**config.mk**
```make
export PLATFORM = sky130hd
export DESIGN_NAME = aabc_prod
export DESIGN_NICKNAME = d
export VERILOG_FILES = /design/src/rtl/core/aabc_pkg.sv /design/src/rtl/core/aabc_prod.sv
export SDC_FILE = /design/constraint.sdc
export NUM_CORES = 2
export LEC_CHECK = 0
export BUFFER_PORTS_ARGS = -buffer_cell sky130_fd_sc_hd__buf_2
export CAP_MARGIN = 20
export CORE_MARGIN = 3
export CORE_UTILIZATION = 35
export CTS_BUF_LIST = sky130_fd_sc_hd__clkbuf_8
export CTS_CLUSTER_SIZE = 10
export DETAILED_ROUTE_END_ITERATION = 16
export GPL_ROUTABILITY_DRIVEN = 0
export PLACE_DENSITY = 0.57
export SLEW_MARGIN = 15
export SYNTH_ARGS = -nofsm -noshare
export SYNTH_HDL_FRONTEND = slang
export SYNTH_SLANG_ARGS = --single-unit
```
**constraint.sdc**
```tcl
create_clock -name aclk -period 14.8 [get_ports aclk]
set_clock_uncertainty 0.05 [all_clocks]
set_input_delay 0.74 -clock aclk [delete_from_list [all_inputs] [get_ports aclk]]
set_output_delay 0.74 -clock aclk [all_outputs]
set_load 0.02 [all_outputs]
```
**src/rtl/core/aabc_pkg.sv**
```systemverilog
`default_nettype none
package aabc_pkg;

    localparam int POS_W   = 24;
    localparam int MAG_W   = 23;
    localparam int ERR_W   = 25;
    localparam int PROD_W  = 29;
    localparam int CRAWL_W = 20;
    localparam int CALC_W  = 32;
    localparam int IDX_W   = 2;
    localparam int Q_FRAC  = 20;

    localparam logic [14:0] CRAWL_COEF = 15'd10486;

    localparam logic [IDX_W-1:0] REG_GAIN_POS  = 2'd0;
    localparam logic [IDX_W-1:0] REG_GAIN_NEG  = 2'd1;
    localparam logic [IDX_W-1:0] REG_LIMIT_POS = 2'd2;
    localparam logic [IDX_W-1:0] REG_LIMIT_NEG = 2'd3;

    localparam logic [MAG_W-1:0] GAIN_RESET  = 23'd1049;
    localparam logic [MAG_W-1:0] LIMIT_RESET = 23'd10486;

    localparam logic signed [CALC_W-1:0] S24_MAX = 32'sh007F_FFFF;
    localparam logic signed [CALC_W-1:0] S24_MIN = -32'sh0080_0000;

    typedef struct packed {
        logic [MAG_W-1:0] gain_pos;
        logic [MAG_W-1:0] gain_neg;
        logic [MAG_W-1:0] limit_pos;
        logic [MAG_W-1:0] limit_neg;
    } cfg_t;

    typedef struct packed {
        logic [PROD_W-1:0]         prod_pos;
        logic [PROD_W-1:0]         prod_neg;
        logic signed [CRAWL_W-1:0] crawl;
        logic                      fwd;
        logic                      far_pos;
        logic                      far_neg;
    } prod_t;

    function automatic logic signed [POS_W-1:0] sat24(input logic signed [CALC_W-1:0] v);
        logic signed [POS_W-1:0] r;
        if (v > S24_MAX) begin
            r = S24_MAX[POS_W-1:0];
        end else if (v < S24_MIN) begin
            r = S24_MIN[POS_W-1:0];
        end else begin
            r = v[POS_W-1:0];
        end
        return r;
    endfunction

endpackage
`default_nettype wire

```
**src/rtl/core/aabc_prod.sv**
```systemverilog
`default_nettype none
module aabc_prod (
    input  wire logic                                aclk,
    input  wire logic                                aresetn,
    input  wire logic                                s_valid,
    output logic                                     s_ready,
    input  wire logic signed [aabc_pkg::POS_W-1:0]   s_current_position,
    input  wire logic signed [aabc_pkg::POS_W-1:0]   s_target_position,
    input  wire logic [aabc_pkg::MAG_W-1:0]          s_margin_pos,
    input  wire logic [aabc_pkg::MAG_W-1:0]          s_margin_neg,
    input  wire aabc_pkg::cfg_t                      cfg,
    input  wire logic                                take,
    output logic                                     prod_valid,
    output aabc_pkg::prod_t                          prod
);

    localparam int GAIN_W = aabc_pkg::ERR_W;
    localparam int PP_W   = aabc_pkg::MAG_W + GAIN_W + 1;
    localparam int CP_W   = aabc_pkg::ERR_W + 15;

    logic                              valid_reg;
    aabc_pkg::prod_t                   prod_reg;
    aabc_pkg::prod_t                   prod_next;
    logic signed [aabc_pkg::ERR_W-1:0] err;
    logic [aabc_pkg::ERR_W-2:0]        err_abs;
    logic [GAIN_W-1:0]                 gain;
    logic [PP_W-1:0]                   pp_pos;
    logic [PP_W-1:0]                   pp_neg;
    logic signed [CP_W-1:0]            cp;
    logic signed [aabc_pkg::ERR_W:0]   mpos_s;
    logic signed [aabc_pkg::ERR_W:0]   mneg_s;
    logic                              load;

    always_comb begin
        err     = aabc_pkg::ERR_W'(s_target_position) - aabc_pkg::ERR_W'(s_current_position);
        err_abs = (aabc_pkg::ERR_W - 1)'(err[aabc_pkg::ERR_W-1] ? -err : err);
        gain    = {err_abs, 1'b0};
        pp_pos  = PP_W'(cfg.gain_pos) * PP_W'(gain) + PP_W'(1 << (aabc_pkg::Q_FRAC - 1));
        pp_neg  = PP_W'(cfg.gain_neg) * PP_W'(gain) + PP_W'(1 << (aabc_pkg::Q_FRAC - 1));
        cp      = CP_W'(err) * signed'(CP_W'(aabc_pkg::CRAWL_COEF))
                  + signed'(CP_W'(1 << (aabc_pkg::Q_FRAC - 1)));
        mpos_s  = signed'((aabc_pkg::ERR_W + 1)'(s_margin_pos));
        mneg_s  = signed'((aabc_pkg::ERR_W + 1)'(s_margin_neg));

        prod_next.prod_pos = pp_pos[aabc_pkg::Q_FRAC +: aabc_pkg::PROD_W];
        prod_next.prod_neg = pp_neg[aabc_pkg::Q_FRAC +: aabc_pkg::PROD_W];
        prod_next.crawl    = cp[aabc_pkg::Q_FRAC +: aabc_pkg::CRAWL_W];
        prod_next.fwd      = err > 0;
        prod_next.far_pos  = (aabc_pkg::ERR_W + 1)'(err) > mpos_s;
        prod_next.far_neg  = (aabc_pkg::ERR_W + 1)'(err) < -mneg_s;
    end

    assign s_ready = !valid_reg || take;
    assign load    = s_valid && s_ready;

    always_ff @(posedge aclk) begin
        if (!aresetn) begin
            valid_reg <= 1'b0;
        end else if (s_ready) begin
            valid_reg <= s_valid;
        end
    end

    always_ff @(posedge aclk) begin
        if (load) begin
            prod_reg <= prod_next;
        end
    end

    assign prod_valid = valid_reg;
    assign prod       = prod_reg;

endmodule
`default_nettype wire

```
== After elaboration in Yosys (flattened, before gate mapping) ==
Index checks and enable logic that the tools add are counted.

* Output and inout port bits: 83
* Input bits: 190
* Register bits after elaboration: 82
* Word-level logic and storage cells: 23

* $lt $le $gt $ge: 3
* $add $sub $neg: 6
* Reduce and logical (&&, ||, !) cells: 3
* Multiply operators: 3
* Muxes and demuxes: 1

{| class="wikitable"
|+ Operator list
! kind !! count
|-
| 48-bit by 20-bit adder with 49-bit output (second input constant) || 2
|-
| 23-bit by 24-bit multiplier with 47-bit output || 2
|-
| 40-bit by 21-bit adder with 40-bit output (second input constant) || 1
|-
| 25-bit by 14-bit multiplier with 39-bit output (second input constant) || 1
|-
| 25-bit by 26-bit < comparator with 1-bit output || 1
|-
| 23-bit negator with 26-bit output || 1
|-
| 25-bit by 1-bit greater-than comparator with 1-bit output (second input constant) || 1
|-
| 25-bit by 24-bit greater-than comparator with 1-bit output || 1
|-
| 24-bit by 24-bit subtractor with 25-bit output || 1
|-
| 24-bit two-way mux || 1
|-
| 24-bit negator || 1
|-
| 1-bit logical AND || 1
|-
| 1-bit logical NOT || 1
|-
| 1-bit logical OR || 1
|}

== Longest topological paths before layout ==
* Depth after elaboration: 5
* Gate-level depth with buffers: 53
* Mapped depth without buffers: 51

== Least setup slack after synthesis ==
No wires, ideal clock.

* Path kind: input-to-reg
* Start point: input port s_current_position[1] (netlist bit)
* End point: register prod_reg (netlist bit prod[76]) (data pin)
* Slack: 2.925 ns
* Buffers on the path: 2
* Setup time: 0.258 ns
* Stages: 48
* Required time: 14.492 ns
* Arrival: 11.567 ns
* Cell sequence: inv_1 ha_1 nor2b_1 o21ai_0 a21boi_0 o21ai_0 a21boi_0 o21ai_0 nand2b_1 a31o_2 a21o_1 a21o_1 a21oi_1 xnor2_1 inv_1 ha_1 inv_1 nor2_1 [... 12 more ...] inv_1 fa_1 inv_1 ha_1 clkbuf_1 a21oi_1 o21bai_1 a41oi_1 o21ai_1 mux2_2 a311o_1 nor4_1 nand4b_1 nor4_1 nand4_1 or3_1 and3_1 xnor2_1

* Word-level cells in the longest chain between the ends: 5

{| class="wikitable"
|+ Ends and longest elaborated chain
! element !! line !! text
|-
| from (decl) || aabc_prod.sv:7 || <nowiki>input wire logic signed [aabc_pkg::POS_W-1:0] s_current_position,</nowiki>
|-
| 24-bit by 24-bit subtractor with 25-bit output * || aabc_prod.sv:35 || <nowiki>err = aabc_pkg::ERR_W'(s_target_position) - aabc_pkg::ERR_W'(s_current_position);</nowiki>
|-
| 24-bit negator || aabc_prod.sv:36 || <nowiki>err_abs = (aabc_pkg::ERR_W - 1)'(err[aabc_pkg::ERR_W-1] ? -err : err);</nowiki>
|-
| 24-bit two-way mux * || aabc_prod.sv:36 ||
|-
| 23-bit by 24-bit multiplier with 47-bit output * || aabc_prod.sv:38 || <nowiki>pp_pos = PP_W'(cfg.gain_pos) * PP_W'(gain) + PP_W'(1 << (aabc_pkg::Q_FRAC - 1));</nowiki>
|-
| 48-bit by 20-bit adder with 49-bit output * || aabc_prod.sv:38 ||
|-
| net pp_pos[44] || aabc_prod.sv:27 || <nowiki>logic [PP_W-1:0] pp_pos;</nowiki>
|-
| to (signal assigned) || aabc_prod.sv:66 || <nowiki>prod_reg <= prod_next;</nowiki>
|-
| to (decl) || aabc_prod.sv:22 || <nowiki>aabc_pkg::prod_t prod_reg;</nowiki>
|}

The timed path passes the listed nets; every way through them passes the cells marked *.
A chain may end at the register's enable or synchronous reset.

== Worst setup path in the final report ==
* Start point: input port s_current_position[1] (netlist bit)
* End point: register prod_reg (netlist bit prod[45]) (data pin)

* Word-level cells in the longest chain between the ends: 5

{| class="wikitable"
|+ Ends and longest elaborated chain
! element !! line !! text
|-
| 24-bit by 24-bit subtractor with 25-bit output * || aabc_prod.sv:35 ||
|-
| 24-bit negator || aabc_prod.sv:36 ||
|-
| 24-bit two-way mux * || aabc_prod.sv:36 ||
|-
| 23-bit by 24-bit multiplier with 47-bit output * || aabc_prod.sv:39 || <nowiki>pp_neg = PP_W'(cfg.gain_neg) * PP_W'(gain) + PP_W'(1 << (aabc_pkg::Q_FRAC - 1));</nowiki>
|-
| 48-bit by 20-bit adder with 49-bit output * || aabc_prod.sv:39 ||
|-
| net pp_neg[42] || aabc_prod.sv:28 || <nowiki>logic [PP_W-1:0] pp_neg;</nowiki>
|}

Marked as above.

==> run metrics <==
Worst EP required 14.97 ns; I/O pin cnt around 270; Worst setup EP type flip-flop; Port Buffer Count 226; ANT nets after route 0; clk slew on worst S/H paths 0.11 ns; Hold Path Class input pin to flip-flop; synthesized cell area 50900 um^2; Hold Startpoint aresetn; CP Buf/Inv Count 8; fraction of registers with async set/reset 0; Post-Syn Nets about 7.6k; Final Max Tran Viols 0; max FFs per register 81; initial antenna violation count 16; TritonCTS Buffers 9; Avg Vias per Cell 4.92; die area 150000 um^2; drt total wl 142000 um; largest net degree at the start of global routing 48; Mapped Cells 5812; RSZ-0062 raised after global routing false; CTS Sinks 82; root buf cell clkbuf_8; critical path launch point s_current_position[1]; Post-CTS Setup Bufs 0; Min Hold Slack 0.444 ns; Clock Path Buffers 2; EDFF count, synth 81; hold-fix buffers at CTS 0; CP Launch Type input pin; TritonCTS clock tree yes; gr busiest metal met2; DRT iter0 DRCs between 1.5k and 2k; Setup TNS 0 ns; Die Wd between 300 and 400 um; max incr delay on CP 0.75 ns; CP max FO 18; DRC Markers 0; worst-margin pin slew 1.16 ns; post-CTS sizing 0; M2 GR Usage 0.335; H-Tree Depth 3; most frequent cells in the layout inv_1, fa_1, nand2_1, ha_1, and2_1; Worst Path Class, Setup input pin to flip-flop; Initial Utilization 0.353; GR Util met1 0.260; max cap viols 0; share of layout cells above drive strength 1 0.0676; Critical Path Most Common Cell fa_1; number of global-route vias before repair a little over 40k; Final Setup Violations 0; #FFs+latches synth 82; register area share after synthesis 0.0482; fin crit share 0.892; Min Clock Period, post-route 13.21 ns; status completed; delay-heaviest family, CP adder cells; # rows 139; syn_area_per_cell between 8 and 9 um^2; dpl hpwl 115000 um; Area Overhead vs Synth 7.59%; Final Hold Fails 0; GRT Residual Overflow 0; highest clock rate 0.0757 GHz; Clock Latency Late Sink 0.48 ns; Worst R2R Start prod_valid; GR Util met3 0.0281; Final nets 7726; commonest non-fill, non-tap cell in the layout inv_1; ys flop type edfxtp_1; global-route wire length before repair 232000 um; DIE HEIGHT 387 um; Total GRT Usage 0.195; Arr. time, crit path 13.37 ns; via count 38.5k; Pre-antenna DRT Iters 5; YS warnings 0; number of distinct library cells after synthesis 93; wire per inst roughly 18 um; slowest CP cell a21boi_0; relative slew slack 0.207; core box area between 100000 and 150000 um^2
## metrics by stage
stage | instance area (um^2) | utilization | setup slack, ns | cells
global route | 54700 | 0.380 | 0.830 | 7819
finish | 54700 | 0.380 | 1.59 | 7826
detailed placement | 54500 | 0.379 | 1.16 | 7800
CTS | 54700 | 0.380 | 1.71 | 7816
global placement | 54500 | 0.379 | 1.34 | 7799
floorplan | 50900 | - | 2.93 | 5812
## path summary, 6_finish.rpt
| check | endpoint | slack [ns] | depth (start not counted) |
|---|---|---|---|
| max reg2reg | prod[55] | 12.74 | 3 |
| min | prod_valid | 0.44 | 2 |
| min reg2reg | prod_valid | 0.49 | 2 |
| max | prod[45] | 1.59 | 47 |
## layer usage
layer  vias up  share of wire
li1      17772              -
met1     19666           0.44
met2       914           0.48
met3       156          0.053
met4         8          0.022
met5         -        0.00034
## final cells by class
cell class / instances / area (um^2)
flip-flops and latches: 82 / 2450
inverters: 1406 / 5280
clock inverters: 7 / 57.6
clock buffers: 9 / 124
repair buffers: 310 / 1790
multi-input cells: 4099 / 42600
diodes: 10 / 25.0
fillers: 14732 / 89300
well taps: 1903 / 2380
## cell families (layout without fill, tap and decap cells)
logic type / Yosys count / after routing / synth area share
fa+ha+maj: 1628 / 1628 / 0.556
flops: 82 / 82 / 0.0482
xor+xnor: 217 / 217 / 0.0375
compound gates: 515 / 515 / 0.0678
mux: 13 / 13 / 0.00261
other cells: 0 / 10 / 0
simple gates: 1726 / 1726 / 0.167
buf+inv: 1631 / 1732 / 0.120
## cells in the mapped netlist, types with 7 or more instances
cell type	number	area, um^2
a211o_1	8	70.1
a211oi_1	17	128
a21boi_0	10	75.1
a21o_1	79	593
a21oi_1	151	756
a31oi_1	17	106
and2_1	443	2770
and3_1	27	169
clkbuf_1	216	811
edfxtp_1	81	2430
fa_1	1056	21100
ha_1	572	7160
inv_1	1406	5280
mux2i_1	11	110
nand2_1	804	3020
nand2b_1	32	200
nand3_1	54	270
nand4_1	46	288
nor2_1	132	495
nor2b_1	57	357
nor3_1	37	185
nor4_1	18	113
o211ai_1	7	52.6
o21a_1	23	173
o21ai_0	84	420
o21ai_1	8	40.0
o21bai_1	22	165
o31ai_1	9	67.6
or2_2	10	62.6
or3_1	21	131
or4_1	7	52.6
xnor2_1	141	1230
xor2_1	75	657
Power is left out: the tool's default activity adds up to more than one toggle a clock period on the data nets, which glitch-free logic cannot reach.
