--- config.mk ---
export PLATFORM = sky130hd
export DESIGN_NAME = aabc_ctrl
export DESIGN_NICKNAME = d
export VERILOG_FILES = /design/src/rtl/core/aabc_pkg.sv /design/src/rtl/core/aabc_ctrl.sv
export SDC_FILE = /design/constraint.sdc
export NUM_CORES = 1
export LEC_CHECK = 0
export ABC_AREA = 1
export BUFFER_PORTS_ARGS = -buffer_cell sky130_fd_sc_hd__clkbuf_2
export CAP_MARGIN = 10
export CORE_MARGIN = 2
export CORE_UTILIZATION = 50
export CTS_CLUSTER_DIAMETER = 120
export DETAILED_ROUTE_END_ITERATION = 7
export PLACE_DENSITY_LB_ADDON = 0.3
export REMOVE_ABC_BUFFERS = 1
export SYNTH_ARGS = -nofsm -noshare
export SYNTH_HDL_FRONTEND = slang
export SYNTH_SLANG_ARGS = --single-unit
--- constraint.sdc ---
create_clock -name aclk -period 6.8 [get_ports aclk]
set_input_delay 0.68 -clock aclk [delete_from_list [all_inputs] [get_ports aclk]]
set_output_delay 0.68 -clock aclk [all_outputs]
set_load 0.1 [all_outputs]
--- src/rtl/core/aabc_pkg.sv ---
`default_nettype none
package aabc_pkg;

    localparam int POS_W   = 24;
    localparam int MAG_W   = 23;
    localparam int ERR_W   = 25;
    localparam int PROD_W  = 29;
    localparam int CRAWL_W = 20;
    localparam int CALC_W  = 32;
    localparam int IDX_W   = 2;
    localparam int Q_FRAC  = 20;

    localparam logic [14:0] CRAWL_COEF = 15'd10486;

    localparam logic [IDX_W-1:0] REG_GAIN_POS  = 2'd0;
    localparam logic [IDX_W-1:0] REG_GAIN_NEG  = 2'd1;
    localparam logic [IDX_W-1:0] REG_LIMIT_POS = 2'd2;
    localparam logic [IDX_W-1:0] REG_LIMIT_NEG = 2'd3;

    localparam logic [MAG_W-1:0] GAIN_RESET  = 23'd1049;
    localparam logic [MAG_W-1:0] LIMIT_RESET = 23'd10486;

    localparam logic signed [CALC_W-1:0] S24_MAX = 32'sh007F_FFFF;
    localparam logic signed [CALC_W-1:0] S24_MIN = -32'sh0080_0000;

    typedef struct packed {
        logic [MAG_W-1:0] gain_pos;
        logic [MAG_W-1:0] gain_neg;
        logic [MAG_W-1:0] limit_pos;
        logic [MAG_W-1:0] limit_neg;
    } cfg_t;

    typedef struct packed {
        logic [PROD_W-1:0]         prod_pos;
        logic [PROD_W-1:0]         prod_neg;
        logic signed [CRAWL_W-1:0] crawl;
        logic                      fwd;
        logic                      far_pos;
        logic                      far_neg;
    } prod_t;

    function automatic logic signed [POS_W-1:0] sat24(input logic signed [CALC_W-1:0] v);
        logic signed [POS_W-1:0] r;
        if (v > S24_MAX) begin
            r = S24_MAX[POS_W-1:0];
        end else if (v < S24_MIN) begin
            r = S24_MIN[POS_W-1:0];
        end else begin
            r = v[POS_W-1:0];
        end
        return r;
    endfunction

endpackage
`default_nettype wire

--- src/rtl/core/aabc_ctrl.sv ---
`default_nettype none
module aabc_ctrl (
    input  wire logic                                aclk,
    input  wire logic                                aresetn,
    input  wire logic                                prod_valid,
    input  wire aabc_pkg::prod_t                     prod,
    input  wire aabc_pkg::cfg_t                      cfg,
    output logic                                     take,
    output logic                                     m_valid,
    input  wire logic                                m_ready,
    output logic signed [aabc_pkg::POS_W-1:0]        m_accel_out,
    output logic signed [aabc_pkg::POS_W-1:0]        m_speed_out,
    output logic                                     m_braking
);

    localparam int W = aabc_pkg::CALC_W;

    logic                              m_valid_reg;
    logic signed [aabc_pkg::POS_W-1:0] speed_reg;
    logic signed [aabc_pkg::POS_W-1:0] speed_next;
    logic                              brake_reg;
    logic                              brake_next;
    logic signed [aabc_pkg::POS_W-1:0] accel_reg;
    logic signed [aabc_pkg::POS_W-1:0] accel_next;

    logic signed [W-1:0] spd;
    logic signed [W-1:0] pp;
    logic signed [W-1:0] pn;
    logic signed [W-1:0] crawl;
    logic signed [W-1:0] gp;
    logic signed [W-1:0] gn;
    logic signed [W-1:0] lp;
    logic signed [W-1:0] ln;
    logic signed [W-1:0] acc;
    logic signed [W-1:0] bacc;
    logic signed [W-1:0] diff;

    always_comb begin
        spd   = W'(speed_reg);
        pp    = signed'(W'(prod.prod_pos));
        pn    = signed'(W'(prod.prod_neg));
        crawl = W'(prod.crawl);
        gp    = signed'(W'(cfg.gain_pos));
        gn    = signed'(W'(cfg.gain_neg));
        lp    = signed'(W'(cfg.limit_pos));
        ln    = signed'(W'(cfg.limit_neg));
        acc   = '0;
        bacc  = '0;
        diff  = '0;
        brake_next = brake_reg;

        if (brake_reg) begin
            if (spd > 0) begin
                bacc = W'(aabc_pkg::sat24(-(pp <<< 1)));
                acc  = bacc;
                if (spd + bacc <= 0) begin
                    brake_next = 1'b0;
                end
            end else if (spd < 0) begin
                bacc = W'(aabc_pkg::sat24(pn <<< 1));
                acc  = bacc;
                if (spd + bacc >= 0) begin
                    brake_next = 1'b0;
                end
            end else begin
                brake_next = 1'b0;
            end
        end else if (prod.fwd) begin
            if (spd > lp) begin
                acc = -pn;
            end else if (prod.far_pos) begin
                acc = pp;
            end else if (spd >= 0) begin
                if (spd > crawl) begin
                    diff = spd - crawl;
                    acc  = (diff < gp) ? -diff : -gp;
                end else begin
                    acc = crawl;
                end
            end else begin
                brake_next = 1'b1;
            end
        end else begin
            if (spd < -ln) begin
                acc = pp;
            end else if (prod.far_neg) begin
                acc = -pn;
            end else if (spd > 0) begin
                brake_next = 1'b1;
            end else if (spd < crawl) begin
                diff = crawl - spd;
                acc  = (diff < gn) ? diff : gn;
            end else begin
                acc = crawl;
            end
        end

        accel_next = aabc_pkg::sat24(acc);
        speed_next = aabc_pkg::sat24(spd + W'(accel_next));
    end

    assign take = prod_valid && (!m_valid_reg || m_ready);

    always_ff @(posedge aclk) begin
        if (!aresetn) begin
            m_valid_reg <= 1'b0;
            speed_reg   <= '0;
            brake_reg   <= 1'b0;
        end else begin
            if (take) begin
                m_valid_reg <= 1'b1;
                speed_reg   <= speed_next;
                brake_reg   <= brake_next;
            end else if (m_ready) begin
                m_valid_reg <= 1'b0;
            end
        end
    end

    always_ff @(posedge aclk) begin
        if (take) begin
            accel_reg <= accel_next;
        end
    end

    assign m_valid     = m_valid_reg;
    assign m_accel_out = accel_reg;
    assign m_speed_out = speed_reg;
    assign m_braking   = brake_reg;

endmodule
`default_nettype wire

**Word level (Yosys, flattened, before mapping)**

Index checks and enable logic that the tools add are counted.

- Register bits after elaboration: 50
- Output and inout bits: 51
- Word-level logic and storage cells: 78

- Add/sub/neg operators: 10
- Magnitude comparators: 19
- Muxes and demuxes: 41
- Reduce and logical (&&, ||, !) cells: 4

Operators by type and width:

| cell | number |
|---|---|
| two-way mux 32 bit | 14 |
| two-way mux 24 bit | 13 |
| adder 24 x 24 -> 25 bit | 3 |
| > comparator 32 x 24 -> 1 bit, second input constant | 2 |
| less-than comparator 32 x 24 -> 1 bit, second input constant | 2 |
| negator 23 -> 32 bit | 2 |
| less-than comparator 25 x 24 -> 1 bit | 2 |
| less-than comparator 24 x 32 -> 1 bit | 1 |
| negator 25 -> 32 bit | 1 |
| negator 29 -> 32 bit | 1 |
| negator 30 -> 32 bit | 1 |
| less-than comparator 31 x 24 -> 1 bit, second input constant | 1 |
| > comparator 30 x 23 -> 1 bit, second input constant | 1 |
| greater-or-equal comparator 25 x 1 -> 1 bit, second input constant | 1 |
| > comparator 25 x 24 -> 1 bit, second input constant | 1 |
| <= comparator 25 x 1 -> 1 bit, second input constant | 1 |
| less-than comparator 25 x 24 -> 1 bit, second input constant | 1 |
| subtractor 20 x 24 -> 25 bit | 1 |
| subtractor 24 x 20 -> 25 bit | 1 |
| greater-or-equal comparator 24 x 1 -> 1 bit, second input constant | 1 |
| > comparator 24 x 1 -> 1 bit, second input constant | 1 |
| > comparator 24 x 20 -> 1 bit | 1 |
| > comparator 24 bit | 1 |
| less-than comparator 24 x 1 -> 1 bit, second input constant | 1 |
| other kinds (6) | 19 |

**Logic depth before layout (Yosys ltp)**

- Depth in word-level cells: 16
- Gate-level depth with buffers: 66

**Worst setup path after synthesis**

No wires, ideal clock.

- Path kind: register to register
- Start point: reg speed_reg, in the netlist m_speed_out[1]
- End point: reg speed_reg, in the netlist m_speed_out[18]
- Setup time: 76 ps
- Arrival: 7,940 ps
- Setup slack: -1,216 ps
- Stages on the path, launching flop included: 56
- Path buffers: 3
- Clock period less this slack: 8,016 ps
- Cell sequence: dfxtp_1 -> inv_1 -> fa_1 -> nand3_1 -> nand2_1 -> nand2_1 -> nand2_1 -> a21oi_1 -> inv_1 -> a31oi_1 -> o21ai_0 -> or2_2 -> nand2_1 -> ha_1 -> inv_1 -> nor2_1 -> a21oi_1 -> o21ai_0 -> [20 not listed] -> nand2_1 -> o211ai_1 -> nand2_1 -> nand2_1 -> a21oi_1 -> o21ai_0 -> nand3_1 -> nand2_1 -> nand2_1 -> nand2_1 -> nand3_1 -> nand2_1 -> xor2_1 -> inv_1 -> nor2_1 -> nor2_1 -> buf_2 -> a21oi_1

- Cells in the longest elaborated chain, start to end: 16

RTL lines:

| item | line | source |
|---|---|---|
| start, declared | aabc_ctrl.sv:19 | `logic signed [aabc_pkg::POS_W-1:0] speed_reg;` |
| start signal, assigned | aabc_ctrl.sv:112 | `speed_reg <= speed_next;` |
| subtractor 24 x 20 -> 25 bit / subtractor 20 x 24 -> 25 bit (equally long branches) | aabc_ctrl.sv:75, aabc_ctrl.sv:91 |  |
| negator 25 -> 32 bit (tied with other cells) | aabc_ctrl.sv:76 | `acc = (diff < gp) ? -diff : -gp;` |
| two-way mux 32 bit, on equally long branches | aabc_ctrl.sv:76, aabc_ctrl.sv:92 |  |
| two-way mux 32 bit, on equally long branches | aabc_ctrl.sv:74, aabc_ctrl.sv:90 |  |
| two-way mux 32 bit, on equally long branches | aabc_ctrl.sv:73, aabc_ctrl.sv:88 |  |
| two-way mux 32 bit, on equally long branches | aabc_ctrl.sv:71, aabc_ctrl.sv:86 |  |
| two-way mux 32 bit, on equally long branches | aabc_ctrl.sv:69, aabc_ctrl.sv:84 |  |
| two-way mux 32 bit | aabc_ctrl.sv:68 | `end else if (prod.fwd) begin` |
| two-way mux 32 bit (*) | aabc_ctrl.sv:52 | `if (brake_reg) begin` |
| less-than comparator 32 x 24 -> 1 bit | aabc_pkg.sv:46 | `end else if (v < S24_MIN) begin` |
| two-way mux 24 bit | aabc_pkg.sv:46 |  |
| two-way mux 24 bit (*) | aabc_pkg.sv:44 | `if (v > S24_MAX) begin` |
| net accel_next (one bit) | aabc_ctrl.sv:24 | `logic signed [aabc_pkg::POS_W-1:0] accel_next;` |
| adder 24 x 24 -> 25 bit (*) | aabc_ctrl.sv:99 | `speed_next = aabc_pkg::sat24(spd + W'(accel_next));` |
| less-than comparator 25 x 24 -> 1 bit | aabc_pkg.sv:46 |  |
| two-way mux 24 bit | aabc_pkg.sv:46 |  |
| two-way mux 24 bit (*) | aabc_pkg.sv:44 |  |

The timed path passes the listed nets; every way through them passes the cells marked *.
A chain may end at the register's enable or synchronous reset.

**Worst setup path after layout**

- Start point: in cfg[3] (netlist name)
- End point: reg speed_reg, in the netlist m_speed_out[6]

- Cells in the longest elaborated chain, start to end: 12

RTL lines:

| item | line | source |
|---|---|---|
| start, declared | aabc_ctrl.sv:7 | `input wire aabc_pkg::cfg_t cfg,` |
| negator 23 -> 32 bit (*) | aabc_ctrl.sv:84 | `if (spd < -ln) begin` |
| less-than comparator 24 x 32 -> 1 bit (*) | aabc_ctrl.sv:84 |  |
| two-way mux 32 bit (*) | aabc_ctrl.sv:84 |  |
| two-way mux 32 bit (*) | aabc_ctrl.sv:68 |  |
| two-way mux 32 bit (*) | aabc_ctrl.sv:52 |  |
| less-than comparator 32 x 24 -> 1 bit | aabc_pkg.sv:46 |  |
| two-way mux 24 bit | aabc_pkg.sv:46 |  |
| two-way mux 24 bit (*) | aabc_pkg.sv:44 |  |
| net accel_next (one bit) | aabc_ctrl.sv:24 |  |
| adder 24 x 24 -> 25 bit (*) | aabc_ctrl.sv:99 |  |
| less-than comparator 25 x 24 -> 1 bit | aabc_pkg.sv:46 |  |
| two-way mux 24 bit | aabc_pkg.sv:46 |  |
| two-way mux 24 bit (*) | aabc_pkg.sv:44 |  |

Marked as above.

==> flow_summary.toml <==
[outcome]
outcome = "finished with violations"
violations = "setup timing"

[timing]
period_share = 1.14
max_freq_ghz = 0.129
finalHoldViolations = 0
fin_skew_ns = 0.0152
layout_setup_ws_ns = -0.982
worst_pin_slew_ns = 0.684
setup_viol = 24
finalCriticalPeriod_ns = 7.78
rsz0062_at_grt = "yes"
slew_headroom = 0.544
drv_slew = 0

[clock_tree]
cts_tree = "built"
holdBufCountCts = 0
clk_latency_ns = 0.31
htree_num_levels = 2
cts_buffer_depth = 2
cts_root_buffer = "clkbuf_16"
clock_sinks = 50
clk_pin_slew_worst_paths_ns = 0.08
cts-buffers-inserted = 5

[route]
via_per_inst = 5.88
drt-pass1-iter-count = 8
drtIter0Drc = 2890
drcViolationCount = 0
ant_nets = 0
wl_um = 82200
wire_per_inst_um = 20.6
vias = 23439

[layout]
n_fill_cell = 2679
seqCellArea_um2 = 1250
multiInputGateArea_um2 = 14000
drive_above_1_share = 0.308
layout_common_cells = "nand2_1 (702), buf_4 (568), inv_1 (393)"
post-route-cell-area_um2 = 23200
nets = 3941
synthToLayoutAreaGrowth_pct = 41.7
mostFrequentLayoutCell = "nand2_1"
utilization = 0.716

[critical_path]
worstSetupPathType = "input pin to register"
path_buf_inv = 16
path_max_fanout = 14
slowest_delay_ns = 0.58
critPathCaptureType = "register"
critPathTopFamily = "simple AND/OR/NAND/NOR gates"
startpoint_type = "input pin"
cp_data_required_time_ns = 6.99
cp_data_arrival_time_ns = 7.97
cp_slowest_cell = "a2111oi_1"

[power]
finalPower_mw = 11.9
vdd_ir_drop_max_mv = 0.563
leakage_nw = 12.6
power.density_nw_per_um2 = 513

[place]
io_buffer_count = 227
place_area_um2 = 21500
gp_congestion = 1.07
dpl.hpwl_um = 63900

[flow_run]
cap_viol_max_count = 0

[logic_synthesis]
async_reset_ff_frac = 0
synth-edff-count = 24
synth_sequential_area_ratio = 0.0758
synth_cell_type_count = 67
synth_ff_type = "dfxtp_1"
ys_seq_elements = 50
syn_area_per_cell_um2 = 5.85
netlist_area_um2 = 16400
syn_inst = 2796
synth_warnings = 0

[floorplanning]
die-width_um = 185
start_util = 0.506
core_area_um2 = 32400
rows = 66
die_h_um = 185
ios = 228
die_area_um2 = 34200

[global_route]
grt_first_pass_wirelength_um = 117000
grt_pass1_vias = 22477
grt_usage = 0.444
grt_max_degree = 49
grt-ovfl-total = 0
antenna_found_initial = 4

[min_path]
hold_path.class = "register to register"
[kinds of logic after synthesis]
| family | share of synthesized area |
|---|---|
| xor+xnor | 0.0764 |
| buf+inv | 0.123 |
| simple gates | 0.354 |
| flops | 0.0758 |
| compound gates | 0.195 |
| fa+ha+maj | 0.176 |
| other cells | 0.000229 |
[Yosys cell counts, types with 7 or more instances]
master | instances | area [µm²]
nand2_4 | 7 | 78.8
clkbuf_1 | 39 | 146
nand4_1 | 59 | 369
buf_2 | 15 | 75.1
nand2_1 | 743 | 2790
xnor2_1 | 24 | 210
nor3_1 | 39 | 195
nor4_1 | 18 | 113
nand2_2 | 26 | 163
edfxtp_1 | 24 | 721
o2111ai_1 | 14 | 123
o21ai_0 | 169 | 846
nor2_1 | 195 | 732
buf_6 | 10 | 113
nor2_2 | 13 | 81.3
inv_2 | 17 | 63.8
inv_1 | 406 | 1520
or2_2 | 11 | 68.8
nand3_1 | 177 | 886
o22ai_1 | 10 | 62.6
xor2_1 | 115 | 1010
o211ai_1 | 47 | 353
o21ai_1 | 8 | 40.0
buf_1 | 7 | 26.3
ha_1 | 222 | 2780
nor2_4 | 8 | 90.1
a31oi_1 | 14 | 87.6
o21bai_1 | 8 | 60.1
a21oi_1 | 227 | 1140
dfxtp_1 | 26 | 521
[worst reg2reg max path: cells and delay by family (launching register included)]
family                   cells  cell delay [ns]
adder cells (fa/ha/maj)      4             1.10
XOR/XNOR                     1             0.18
buffers and inverters       10             1.30
AO/OA/AOI/OAI                6             1.32
AND/OR/NAND/NOR             30             3.23
flip-flops                   1             0.38
[final cells by class]
cell class / count / share of cell area
Inverter: 426 / 0.0698
Clock inverter: 3 / 0.000647
Tap cell: 442 / 0.0238
Clock buffer: 5 / 0.00539
Antenna cell: 3 / 0.000324
Sequential cell: 50 / 0.0537
Multi-Input combinational cell: 2243 / 0.603
Timing Repair Buffer: 811 / 0.244
[metrics by stage]
step                      cells  hold slack (ns)  TNS (ns)  worst slack, ns
after floorplan            2718            0.803    -44.74            -1.95
after global placement     3896            0.478    -29.49            -1.26
after detailed placement   3896            0.523    -39.74            -1.70
after CTS                  3958            0.534    -18.19           -0.777
after global routing       3980            0.604    -32.69            -1.42
final                      3983            0.578    -21.94           -0.982
[worst paths after layout]
path	startpoint	to	slack [ns]	depth (start not counted)
worst max-delay path	cfg[3]	m_speed_out[6]	-0.98	56
worst min-delay path	m_valid	m_valid	0.58	2
worst max register to register	m_speed_out[0]	m_speed_out[6]	-0.80	51
worst min register to register	m_valid	m_valid	0.58	2
[repair_timing]
| item | CTS | global route |
|---|---|---|
| cloned | 3 | 1 |
| endpoints found under the setup margin | 24 | 24 |
| setup buffers | 54 | 23 |
| pin swaps | 54 | 88 |
| resized for setup | 89 | 163 |
[power breakdown]
part | internal, mW | total, mW | leakage, nW | switching (mW)
combinational | 4.41 | 11.0 | 12.1 | 6.63
sequential | 0.460 | 0.591 | 0.443 | 0.130
clock | 0.136 | 0.271 | 0.0716 | 0.135
total | 5.01 | 11.9 | 12.6 | 6.89
[metal layers]
metal  vias to the layer above  track usage  part of all wire
li1                      10793            -                 -
met1                     10514        0.486              0.36
met2                      1615        0.748              0.44
met3                       515       0.0959             0.098
met4                         2        0.341             0.096
met5                         -            0           0.00015
Note: power is estimated with default switching activity, not from simulation.
