<file path="src/rtl/core/aabc_pkg.sv">
`default_nettype none
package aabc_pkg;

    localparam int POS_W   = 24;
    localparam int MAG_W   = 23;
    localparam int ERR_W   = 25;
    localparam int PROD_W  = 29;
    localparam int CRAWL_W = 20;
    localparam int CALC_W  = 32;
    localparam int IDX_W   = 2;
    localparam int Q_FRAC  = 20;

    localparam logic [14:0] CRAWL_COEF = 15'd10486;

    localparam logic [IDX_W-1:0] REG_GAIN_POS  = 2'd0;
    localparam logic [IDX_W-1:0] REG_GAIN_NEG  = 2'd1;
    localparam logic [IDX_W-1:0] REG_LIMIT_POS = 2'd2;
    localparam logic [IDX_W-1:0] REG_LIMIT_NEG = 2'd3;

    localparam logic [MAG_W-1:0] GAIN_RESET  = 23'd1049;
    localparam logic [MAG_W-1:0] LIMIT_RESET = 23'd10486;

    localparam logic signed [CALC_W-1:0] S24_MAX = 32'sh007F_FFFF;
    localparam logic signed [CALC_W-1:0] S24_MIN = -32'sh0080_0000;

    typedef struct packed {
        logic [MAG_W-1:0] gain_pos;
        logic [MAG_W-1:0] gain_neg;
        logic [MAG_W-1:0] limit_pos;
        logic [MAG_W-1:0] limit_neg;
    } cfg_t;

    typedef struct packed {
        logic [PROD_W-1:0]         prod_pos;
        logic [PROD_W-1:0]         prod_neg;
        logic signed [CRAWL_W-1:0] crawl;
        logic                      fwd;
        logic                      far_pos;
        logic                      far_neg;
    } prod_t;

    function automatic logic signed [POS_W-1:0] sat24(input logic signed [CALC_W-1:0] v);
        logic signed [POS_W-1:0] r;
        if (v > S24_MAX) begin
            r = S24_MAX[POS_W-1:0];
        end else if (v < S24_MIN) begin
            r = S24_MIN[POS_W-1:0];
        end else begin
            r = v[POS_W-1:0];
        end
        return r;
    endfunction

endpackage
`default_nettype wire

</file>
<file path="src/rtl/core/aabc_cfg.sv">
`default_nettype none
module aabc_cfg (
    input  wire logic                            aclk,
    input  wire logic                            aresetn,
    input  wire logic                            cfg_valid,
    input  wire logic [aabc_pkg::IDX_W-1:0]      cfg_index,
    input  wire logic [aabc_pkg::MAG_W-1:0]      cfg_data,
    output aabc_pkg::cfg_t                       cfg
);

    aabc_pkg::cfg_t cfg_reg;

    always_ff @(posedge aclk) begin
        if (!aresetn) begin
            cfg_reg.gain_pos  <= aabc_pkg::GAIN_RESET;
            cfg_reg.gain_neg  <= aabc_pkg::GAIN_RESET;
            cfg_reg.limit_pos <= aabc_pkg::LIMIT_RESET;
            cfg_reg.limit_neg <= aabc_pkg::LIMIT_RESET;
        end else if (cfg_valid) begin
            unique case (cfg_index)
                aabc_pkg::REG_GAIN_POS:  cfg_reg.gain_pos  <= cfg_data;
                aabc_pkg::REG_GAIN_NEG:  cfg_reg.gain_neg  <= cfg_data;
                aabc_pkg::REG_LIMIT_POS: cfg_reg.limit_pos <= cfg_data;
                aabc_pkg::REG_LIMIT_NEG: cfg_reg.limit_neg <= cfg_data;
                default: ;
            endcase
        end
    end

    assign cfg = cfg_reg;

endmodule
`default_nettype wire

</file>
<file path="config.mk">
export PLATFORM = sky130hd
export DESIGN_NAME = aabc_cfg
export DESIGN_NICKNAME = d
export VERILOG_FILES = /design/src/rtl/core/aabc_pkg.sv /design/src/rtl/core/aabc_cfg.sv
export SDC_FILE = /design/constraint.sdc
export NUM_CORES = 1
export LEC_CHECK = 0
export BUFFER_PORTS_ARGS = -buffer_cell sky130_fd_sc_hd__buf_2
export CORE_ASPECT_RATIO = 0.75
export CORE_MARGIN = 2
export CORE_UTILIZATION = 30
export DETAILED_ROUTE_END_ITERATION = 6
export PLACE_DENSITY = 0.52
export SYNTH_ARGS = -nofsm -noshare
export SYNTH_HDL_FRONTEND = slang
export SYNTH_SLANG_ARGS = --single-unit
</file>
<file path="constraint.sdc">
create_clock -name aclk -period 1.1 [get_ports aclk]
set_clock_uncertainty 0.2 [all_clocks]
set_input_delay 0.11 -clock aclk [delete_from_list [all_inputs] [get_ports aclk]]
set_output_delay 0.11 -clock aclk [all_outputs]
set_load 0.02 [all_outputs]
</file>
**Word level (Yosys, flattened, before mapping)**

Cells that the tools add are included.

- Word-level logic and storage cells: 12
- Output and inout port bits: 92
- Register bits: 92
- Bits of input ports: 28

- Equality and inequality tests: 3
- Reductions and logical operators: 5

Operators by type and width:

| operator | count |
|---|---|
| $reduce_and A2 Y1 | 4 |
| $eq A2 B2 Y1 const B | 2 |
| $eq A2 B1 Y1 const B | 1 |
| $logic_not A2 Y1 | 1 |

**Logic depth before layout (Yosys ltp)**

Gate-level depths: netlist of run 1.

- Depth in word-level cells: 2
- Gate-level depth with buffers: 5
- Depth with buffers taken out: 2

**Worst setup path after synthesis of run 1**

No wires, ideal clock.

- Path kind: input to register
- From: input port aresetn
- To: register cfg_reg (netlist bit cfg[32])
- Arrival: 0.854 ns
- Library setup time: 0.072 ns
- Required time: 0.828 ns
- Cell stages on the path: 5
- Slack: -0.026 ns
- Cells stage by stage: buf_2 > buf_2 > clkbuf_1 > nand2_1 > mux2i_1

RTL lines:

| element | line | text |
|---|---|---|
| from (decl) | aabc_cfg.sv:4 | `input wire logic aresetn,` |
| to (decl) | aabc_cfg.sv:11 | `aabc_pkg::cfg_t cfg_reg;` |

**Worst setup path after layout of run 1**

- From: register cfg_reg (netlist bit cfg[69])
- To: output port cfg[69] (netlist bit)

RTL lines:

| element | line | text |
|---|---|---|
| to (decl) | aabc_cfg.sv:8 | `output aabc_pkg::cfg_t cfg` |

No word-level cell between the ends.

==> reports/results.ini, run 1 <==
[synthesis]
syn_avg_cell_area_um2 = 10.40
synth_edf_count = 0
ys_async_sr_fraction = 0
synth_fp_nets = 364
synth.area.top_cells = dfxtp_1 (53%), mux2i_1 (26%), nand2_1 (9.7%)
synthTopCellsByCount = dfxtp_1 (92), mux2i_1 (92), nand2_1 (90)
synthFlopType = dfxtp_1
yosysWarnings = 0
synth_top_area_cell = dfxtp_1
ys_types = 13
postSynthCellCount = 336
synth.top_cell.area_share = 0.5268
yosysSeqAreaShare = 0.5268
synth-seq-cells = 92
netlist_area_um2 = 3496

[power_and_ir_drop]
swShare = 0.2337
peakVddDrop_mv = 0.7638
p_int_w = 0.005842
combinationalPowerShare = 0.133
power_frac_clock = 0.400
pwr-share-seq = 0.467
leakagePower_nw = 2.668
powerDensity_nw_per_um2 = 1337
power.switching_w = 0.001782

[cts]
clk_latency_ns = 0.33
htree_levels = 3
cts_tree = yes
numClockSinks = 92
clk_transition_reported_paths_ns = 0.06
cts.path.max_buffers = 2
root_buffer = clkbuf_16
numCtsBuffers = 9
hold_buffers = 21

[routing]
ant_nets = 0
wirelength_mm = 9.730
dr.pass1.iters = 4
route.detailed.drc = 0
vias = 2844
first_iter_violations = 105
wl_per_cell_um = 15.09
via_per_inst = 4.409

[setup_path]
path_buf_inv = 1
path_max_fanout = 2
cp_slowest_cell = dfxtp_2
r2r_setup_slack_ns = 0.10
crit_family = flip-flops
crit_type = reg -> out
required_ns = 0.79
arrival_ns = 0.80
cpPeakStageDelay_ns = 0.35
crit_path_cell_trace = buf_6
startpoint_type = flop
end_kind = output pin

[grt]
grt_max_degree = 39
grt_antenna_before_repair = 0
grt_pass1_wl_mm = 15.43
grt_pass1_vias = 2983
overflow = 0
track_usage = 0.1576

[flow_run]
cap_violations = 0

[placement]
gp_congestion = 0.7108
detailed_place.area_um2 = 4357
hpwl_mm = 6.286
io_buffers = 119
place_ws_ns = -0.1336

[sta]
grt_setup_unrepaired = true
relSlewSlack = 0.8043
layout_setup_ws_ns = -0.01241
hold_viol = 5
slew_viol_final = 0
fin_crit_sh = 1.011
worst_pin_slew_ns = 0.2930
period_needed_ns = 1.112
setup_viol = 7
max_freq_ghz = 0.8990
whs_ns = -0.09448

[outcome]
violations = hold timing, setup timing
status = complete, but fails checks

[layout]
n_antenna_cell = 0
areaGrowthSynthToFinish_pct = 63.10
fin_area_um2 = 5702
largest_reg_flops = 92
nets = 524
fillCellCount = 1066
layout-drive-gt1-share = 0.5170

[floorplanning]
fp.dieH_um = 97.49
rows = 34
die_x_um = 128.6
design.portCount = 120
coreArea_um2 = 11490
die-area_um2 = 12540
start_util = 0.3044

[worst_hold_path]
min_path_type = in -> reg

[per-layer routing]
layer,vias up,GRT usage,wire length (um)
met5,-,0,0
met4,0,0.04515,100
met3,10,0.04515,357
met2,64,0.2568,4650
met1,1352,0.2027,4621
li1,1418,-,-
[power by group through the flow]
stage	clock [W]	sequential [W]	combinational (W)
2_1_floorplan	0	0.00373	0.000322
3_3_place_gp	0	0.00358	0.000774
3_5_place_dp	0	0.00358	0.000789
4_1_cts	0.00316	0.00356	0.000999
5_1_grt	0.00329	0.00357	0.00108
6_report	0.00305	0.00356	0.00101
[cell type report]
| class | count | area (um2) | area share |
|---|---|---|---|
| Clock buffer | 16 | 301.5 | 0.05289 |
| Multi-Input combinational cell | 222 | 1534 | 0.2690 |
| Timing Repair Buffer | 171 | 1729 | 0.3033 |
| Sequential cell | 92 | 1957 | 0.3432 |
| Tap cell | 144 | 180.2 | 0.03160 |
[cell families after synthesis]
group,synth area share
simple gates,0.1754
mux,0.2634
flops,0.5268
buf+inv,0.03436
[worst paths after layout]
check / from / end / cells after the start
min: cfg_data[4] / cfg[4]$_SDFFE_PN1P_ / 3
max: cfg[69]$_SDFFE_PN1P_ / cfg[69] / 1
max reg2reg: cfg[0]$_SDFFE_PN0P_ / cfg[0]$_SDFFE_PN0P_ / 4
min reg2reg: cfg[26]$_SDFFE_PN0P_ / cfg[26]$_SDFFE_PN0P_ / 2
[per-stage QoR]
stage	instances	setup TNS (ns)	util	total power [W]	hold WS (ns)
2_1_floorplan	336	0	-	0.004049	0.07151
3_3_place_gp	589	-4.697	0.3793	0.004356	0.1952
3_5_place_dp	589	-6.471	0.3793	0.004373	0.2000
4_1_cts	635	-0.4541	0.4899	0.007717	-0.1093
5_1_grt	645	-2.201	0.4964	0.007942	-0.09072
6_report	645	-0.03568	0.4964	0.007624	-0.09448
[layout by cell type, fill, tap and decap left out]
master	netlist	layout
buf_2	9	26
buf_6	2	92
clkbuf_8	0	5
clkbuf_16	0	9
nor2b_1	35	35
and3b_1	1	1
dlygate4sd3_1	0	21
buf_12	0	9
buf_4	3	23
mux2i_1	92	92
dfxtp_2	0	92
nor3b_4	1	1
nand3_2	1	1
nand2_1	90	90
nand3b_2	1	1
clkbuf_1	8	2
nand3b_1	1	1
[repair_timing]
item / CTS / global route
endpoints found under the setup margin: 92 / 92
hold endpoints to repair: 88 / 4
resized for setup: 276 / 0
setup buffers: 9 / 10
No activity file was read; power rests on OpenSTA's default activity.
==> run 2, diff against run 1 <==
--- a/config.mk
+++ b/config.mk
@@ -10,6 +10,7 @@
 export CORE_MARGIN = 2
 export CORE_UTILIZATION = 30
 export DETAILED_ROUTE_END_ITERATION = 6
+export GPL_TIMING_DRIVEN = 0
 export PLACE_DENSITY = 0.52
 export SYNTH_ARGS = -nofsm -noshare
 export SYNTH_HDL_FRONTEND = slang
==> reports/results.ini, run 2 (synthesis results as in run 1) <==
[layout]
n_antenna_cell = 0
largest_reg_flops = 92
final_common_cell = buf_6
layout-drive-gt1-share = 0.5232
areaGrowthSynthToFinish_pct = 61.42
nets = 542
final_cell_mix = buf_6 (94), mux2i_1 (92), dfxtp_2 (92), nand2_1 (90), buf_2 (35)

[sta]
relSlewSlack = 0.6535
hold_viol = 3
slew_viol_final = 0
max_freq_ghz = 0.8905
grt_setup_unrepaired = true
period_needed_ns = 1.123
layout_setup_ws_ns = -0.02302
fin_crit_sh = 1.021
worst_pin_slew_ns = 0.5197
setup_viol = 37
whs_ns = -0.01519

[setup_path]
cp_slowest_cell = dfxtp_2
cpPeakStageDelay_ns = 0.35
path_max_fanout = 2
arrival_ns = 0.81
end_kind = output pin
crit_path_cell_trace = buf_6
crit_type = reg -> out
required_ns = 0.79
startpoint_type = flop
crit_family = flip-flops
path_buf_inv = 1

[routing]
vias = 2960
first_iter_violations = 142
dr.pass1.iters = 4
via_per_inst = 4.471
wl_per_cell_um = 16.45
wirelength_mm = 10.89
ant_nets = 0
route.detailed.drc = 0

[floorplanning]
die-area_um2 = 12540
coreArea_um2 = 11490
design.portCount = 120
fp.dieH_um = 97.49
rows = 34
start_util = 0.3044
die_x_um = 128.6

[placement]
gp_congestion = 0.7632
io_buffers = 118
place_ws_ns = -0.4495
hpwl_mm = 7.304

[cts]
root_buffer = clkbuf_16
numCtsBuffers = 9
clk_transition_reported_paths_ns = 0.07
htree_levels = 3
cts_tree = yes
clk_latency_ns = 0.34
cts.path.max_buffers = 2
numClockSinks = 92

[outcome]
violations = hold timing, setup timing
status = complete, but fails checks

[flow_run]
cap_violations = 0

[grt]
track_usage = 0.1733
overflow = 0
grt_antenna_before_repair = 0
grt_pass1_vias = 3023
grt_pass1_wl_mm = 16.45
grt_max_degree = 14

[power_and_ir_drop]
peakVddDrop_mv = 0.7247
powerDensity_nw_per_um2 = 1303
leakagePower_nw = 2.670

[worst_hold_path]
min_path_type = in -> reg

run 2: through the flow:
| stage | total power [W] | utilization | setup TNS [ns] | instance area [um2] | cells |
|---|---|---|---|---|---|
| final | 0.007354 | 0.4913 | -0.2384 | 5643 | 662 |
| after global routing | 0.007620 | 0.4913 | -2.599 | 5643 | 662 |
| after CTS | 0.007385 | 0.4795 | -1.261 | 5508 | 645 |
| after detailed placement | 0.004361 | 0.3716 | -29.28 | 4268 | 598 |
| after global placement | 0.004348 | 0.3716 | -27.17 | 4268 | 598 |
| after floorplan | 0.004049 | - | 0 | 3497 | 336 |
run 2: layout make-up:
type / count / area (um2)
Fill cell: 1045 / 5843
Sequential cell: 92 / 1957
Timing Repair Buffer: 167 / 1592
Multi-Input combinational cell: 222 / 1536
Clock buffer: 12 / 236.5
Tap cell: 144 / 180.2
Buffer: 22 / 126.4
Clock inverter: 3 / 15.01
run 2: layer usage:
layer / GRT usage / wire length (um) / up-vias
met5: 0 / 0 / -
met4: 0.05017 / 124 / 0
met3: 0.04570 / 486 / 11
met2: 0.2702 / 5060 / 71
met1: 0.2355 / 5220 / 1419
li1: - / - / 1459
run 2: path summary, 6_finish.rpt:
check / start / to / slack (ns) / cells past startpoint
hold reg to reg: cfg[87]$_SDFFE_PN0P_ / cfg[87]$_SDFFE_PN0P_ / 0.26 / 2
hold / removal: cfg_index[1] / cfg[1]$_SDFFE_PN1P_ / -0.02 / 3
setup reg to reg: cfg[21]$_SDFFE_PN0P_ / cfg[21]$_SDFFE_PN0P_ / 0.08 / 4
setup / recovery: cfg[48]$_SDFFE_PN0P_ / cfg[48] / -0.02 / 1
run 2: power by group:
part,total [W],internal [W],switching [W],leakage [nW]
logic,0.00102,0.000504,0.000513,1.77
registers,0.00356,0.00347,0.0000879,0.769
clock network,0.00277,0.00151,0.00126,0.126
run 2: what timing repair did:
action	CTS	global route
buffers inserted	10	16
hold buffers	22	1
endpoints found under the hold margin	92	4
resized for setup	278	5
endpoints found under the setup margin	124	96
cloned	0	0
==> run 3, diff against run 2 <==
==> config.mk (replaced) <==
export PLATFORM = sky130hd
export DESIGN_NAME = aabc_cfg
export DESIGN_NICKNAME = d
export VERILOG_FILES = /design/src/rtl/core/aabc_pkg.sv /design/src/rtl/core/aabc_cfg.sv
export SDC_FILE = /design/constraint.sdc
export NUM_CORES = 1
export LEC_CHECK = 0
export CORE_ASPECT_RATIO = 0.75
export CORE_MARGIN = 2
export CORE_UTILIZATION = 45
export DETAILED_ROUTE_END_ITERATION = 6
export DONT_BUFFER_PORTS = 1
export GPL_TIMING_DRIVEN = 0
export PLACE_DENSITY = 0.6
export SYNTH_ARGS = -nofsm -noshare
export SYNTH_HDL_FRONTEND = slang
export SYNTH_SLANG_ARGS = --single-unit
==> reports/results.ini, run 3 (synthesis results as in run 1) <==
[power_and_ir_drop]
powerDensity_nw_per_um2 = 1476
peakVddDrop_mv = 0.6129
power_w = 0.006433
leakagePower_nw = 1.865

[grt]
grt.busiest_layer = met2
met2_usage = 0.3297
grt_max_degree = 18
overflow = 0
met1_usage = 0.2851
use_met3 = 0.1015
grt_pass1_vias = 2459
track_usage = 0.2179
grt_antenna_before_repair = 0
grt_pass1_wl_mm = 13.79

[layout]
areaGrowthSynthToFinish_pct = 24.66
fillCellCount = 664
final_common_cell = mux2i_1
ff_latch_area_um2 = 2130
layout-drive-gt1-share = 0.3404
multiInputGateArea_um2 = 1534
final_cells = 477
final_cell_mix = mux2i_1 (92), nand2_1 (90), dfxtp_4 (69), nor2b_1 (35), dlygate4sd3_1 (24)
n_antenna_cell = 0
largest_reg_flops = 92
nets = 399
fin_util = 0.5864

[worst_hold_path]
min_path_type = in -> reg
hold_depth = 2
hold_end = cfg[85]$_SDFFE_PN0P_
hold_path.startpoint = cfg_index[1]

[sta]
max_freq_ghz = 0.9345
finalSetupTns_ns = 0
relSlewSlack = 0.6274
hold_viol = 29
layout_setup_ws_ns = 0.02990
whs_ns = -0.2465
fin_crit_sh = 0.9728
setup_viol = 0
worst_pin_slew_ns = 0.5589
slew_viol_final = 0
period_needed_ns = 1.070
grt_setup_unrepaired = true

[placement]
gp_congestion = 0.7645
dp.cells = 437
io_buffers = 0
place_ws_ns = -0.3728
hpwl_mm = 6.306

[cts]
numCtsBuffers = 9
htree_levels = 3
cts.path.max_buffers = 2
clk_latency_ns = 0.35
clk_transition_reported_paths_ns = 0.09
cts_tree = yes
hold_buffers = 24
post-cts-setup-buffers = 0
numClockSinks = 92
root_buffer = clkbuf_8

[setup_path]
required_ns = 0.79
rr_worst_depth = 2
arrival_ns = 0.76
crit_type = reg -> out
end_kind = output pin
path_max_fanout = 2
crit-reg2reg-launch = cfg[34]$_SDFFE_PN1P_
r2r_setup_slack_ns = 0.16
startpoint_type = flop
rr_endpoint = cfg[34]$_SDFFE_PN1P_

[flow_run]
cap_violations = 0

[routing]
wl_per_cell_um = 19.38
via_per_inst = 5.203
wirelength_mm = 9.244
vias = 2482
route.detailed.drc = 0
dr.pass1.iters = 4
first_iter_violations = 97
ant_nets = 0

[floorplanning]
fp.dieH_um = 80.33
die_x_um = 105.8
die-area_um2 = 8497
start_util = 0.4704
coreArea_um2 = 7432
rows = 27
design.portCount = 120

[outcome]
violations = hold timing
status = complete, but fails checks

==> run 3: changes by cell type in the layout (fill, tap and decap cells not counted), sizes merged <==
cell	before	now
clkbuf	20	17
buf	158	14
bufinv	0	1
inv	0	4
clkinv	3	1
clkinvlp	0	1
dlygate4sd3	23	24
==> run 3: final cells by class <==
| cell class | count | area share |
|---|---|---|
| flip-flops and latches | 92 | 0.4887 |
| multi-input cells | 222 | 0.3520 |
| repair buffers | 24 | 0.05512 |
| well taps | 101 | 0.02900 |
| clock buffers | 9 | 0.02842 |
| plain buffers | 22 | 0.02842 |
| clock inverters | 7 | 0.01837 |
==> run 3: worst max path at each step <==
stage	from	to	slack, ns	cells after the start
2_1_floorplan	cfg_index[1]	cfg[77]$_SDFFE_PN0P_	0.03	3
3_3_place_gp	aresetn	cfg[78]$_SDFFE_PN0P_	-0.33	4
3_5_place_dp	aresetn	cfg[81]$_SDFFE_PN0P_	-0.37	4
4_1_cts	cfg[69]$_SDFFE_PN1P_	cfg[69]	0.005	0
5_1_grt	cfg[12]$_SDFFE_PN0P_	cfg[12]	-0.01	0
6_report	cfg[47]$_SDFFE_PN0P_	cfg[47]	0.03	0
==> run 3: timing repair <==
item | CTS | global route
endpoints found under the hold margin | 92 | 29
resized for setup | 93 | 72
setup endpoints to repair | 92 | 85
==> run 3: per-stage QoR <==
step                cell area (um2)  hold WS, ns
floorplan                      3497      0.07151
global placement               3623      0.07802
detailed placement             3623      0.08439
CTS                            4185      -0.2582
global route                   4358      -0.2670
finish                         4358      -0.2465
==> run 3: power breakdown <==
group | internal (W) | leakage, nW | switching [W] | total (W)
logic | 0.000226 | 0.971 | 0.000281 | 0.000506
clock network | 0.00109 | 0.103 | 0.00126 | 0.00234
registers | 0.00335 | 0.792 | 0.000231 | 0.00358
==> run 3: per-layer routing <==
layer,vias to the layer above,wire length (um)
met5,-,0
met4,0,89
met2,97,4177
met3,8,904
li1,1183,-
met1,1194,4072
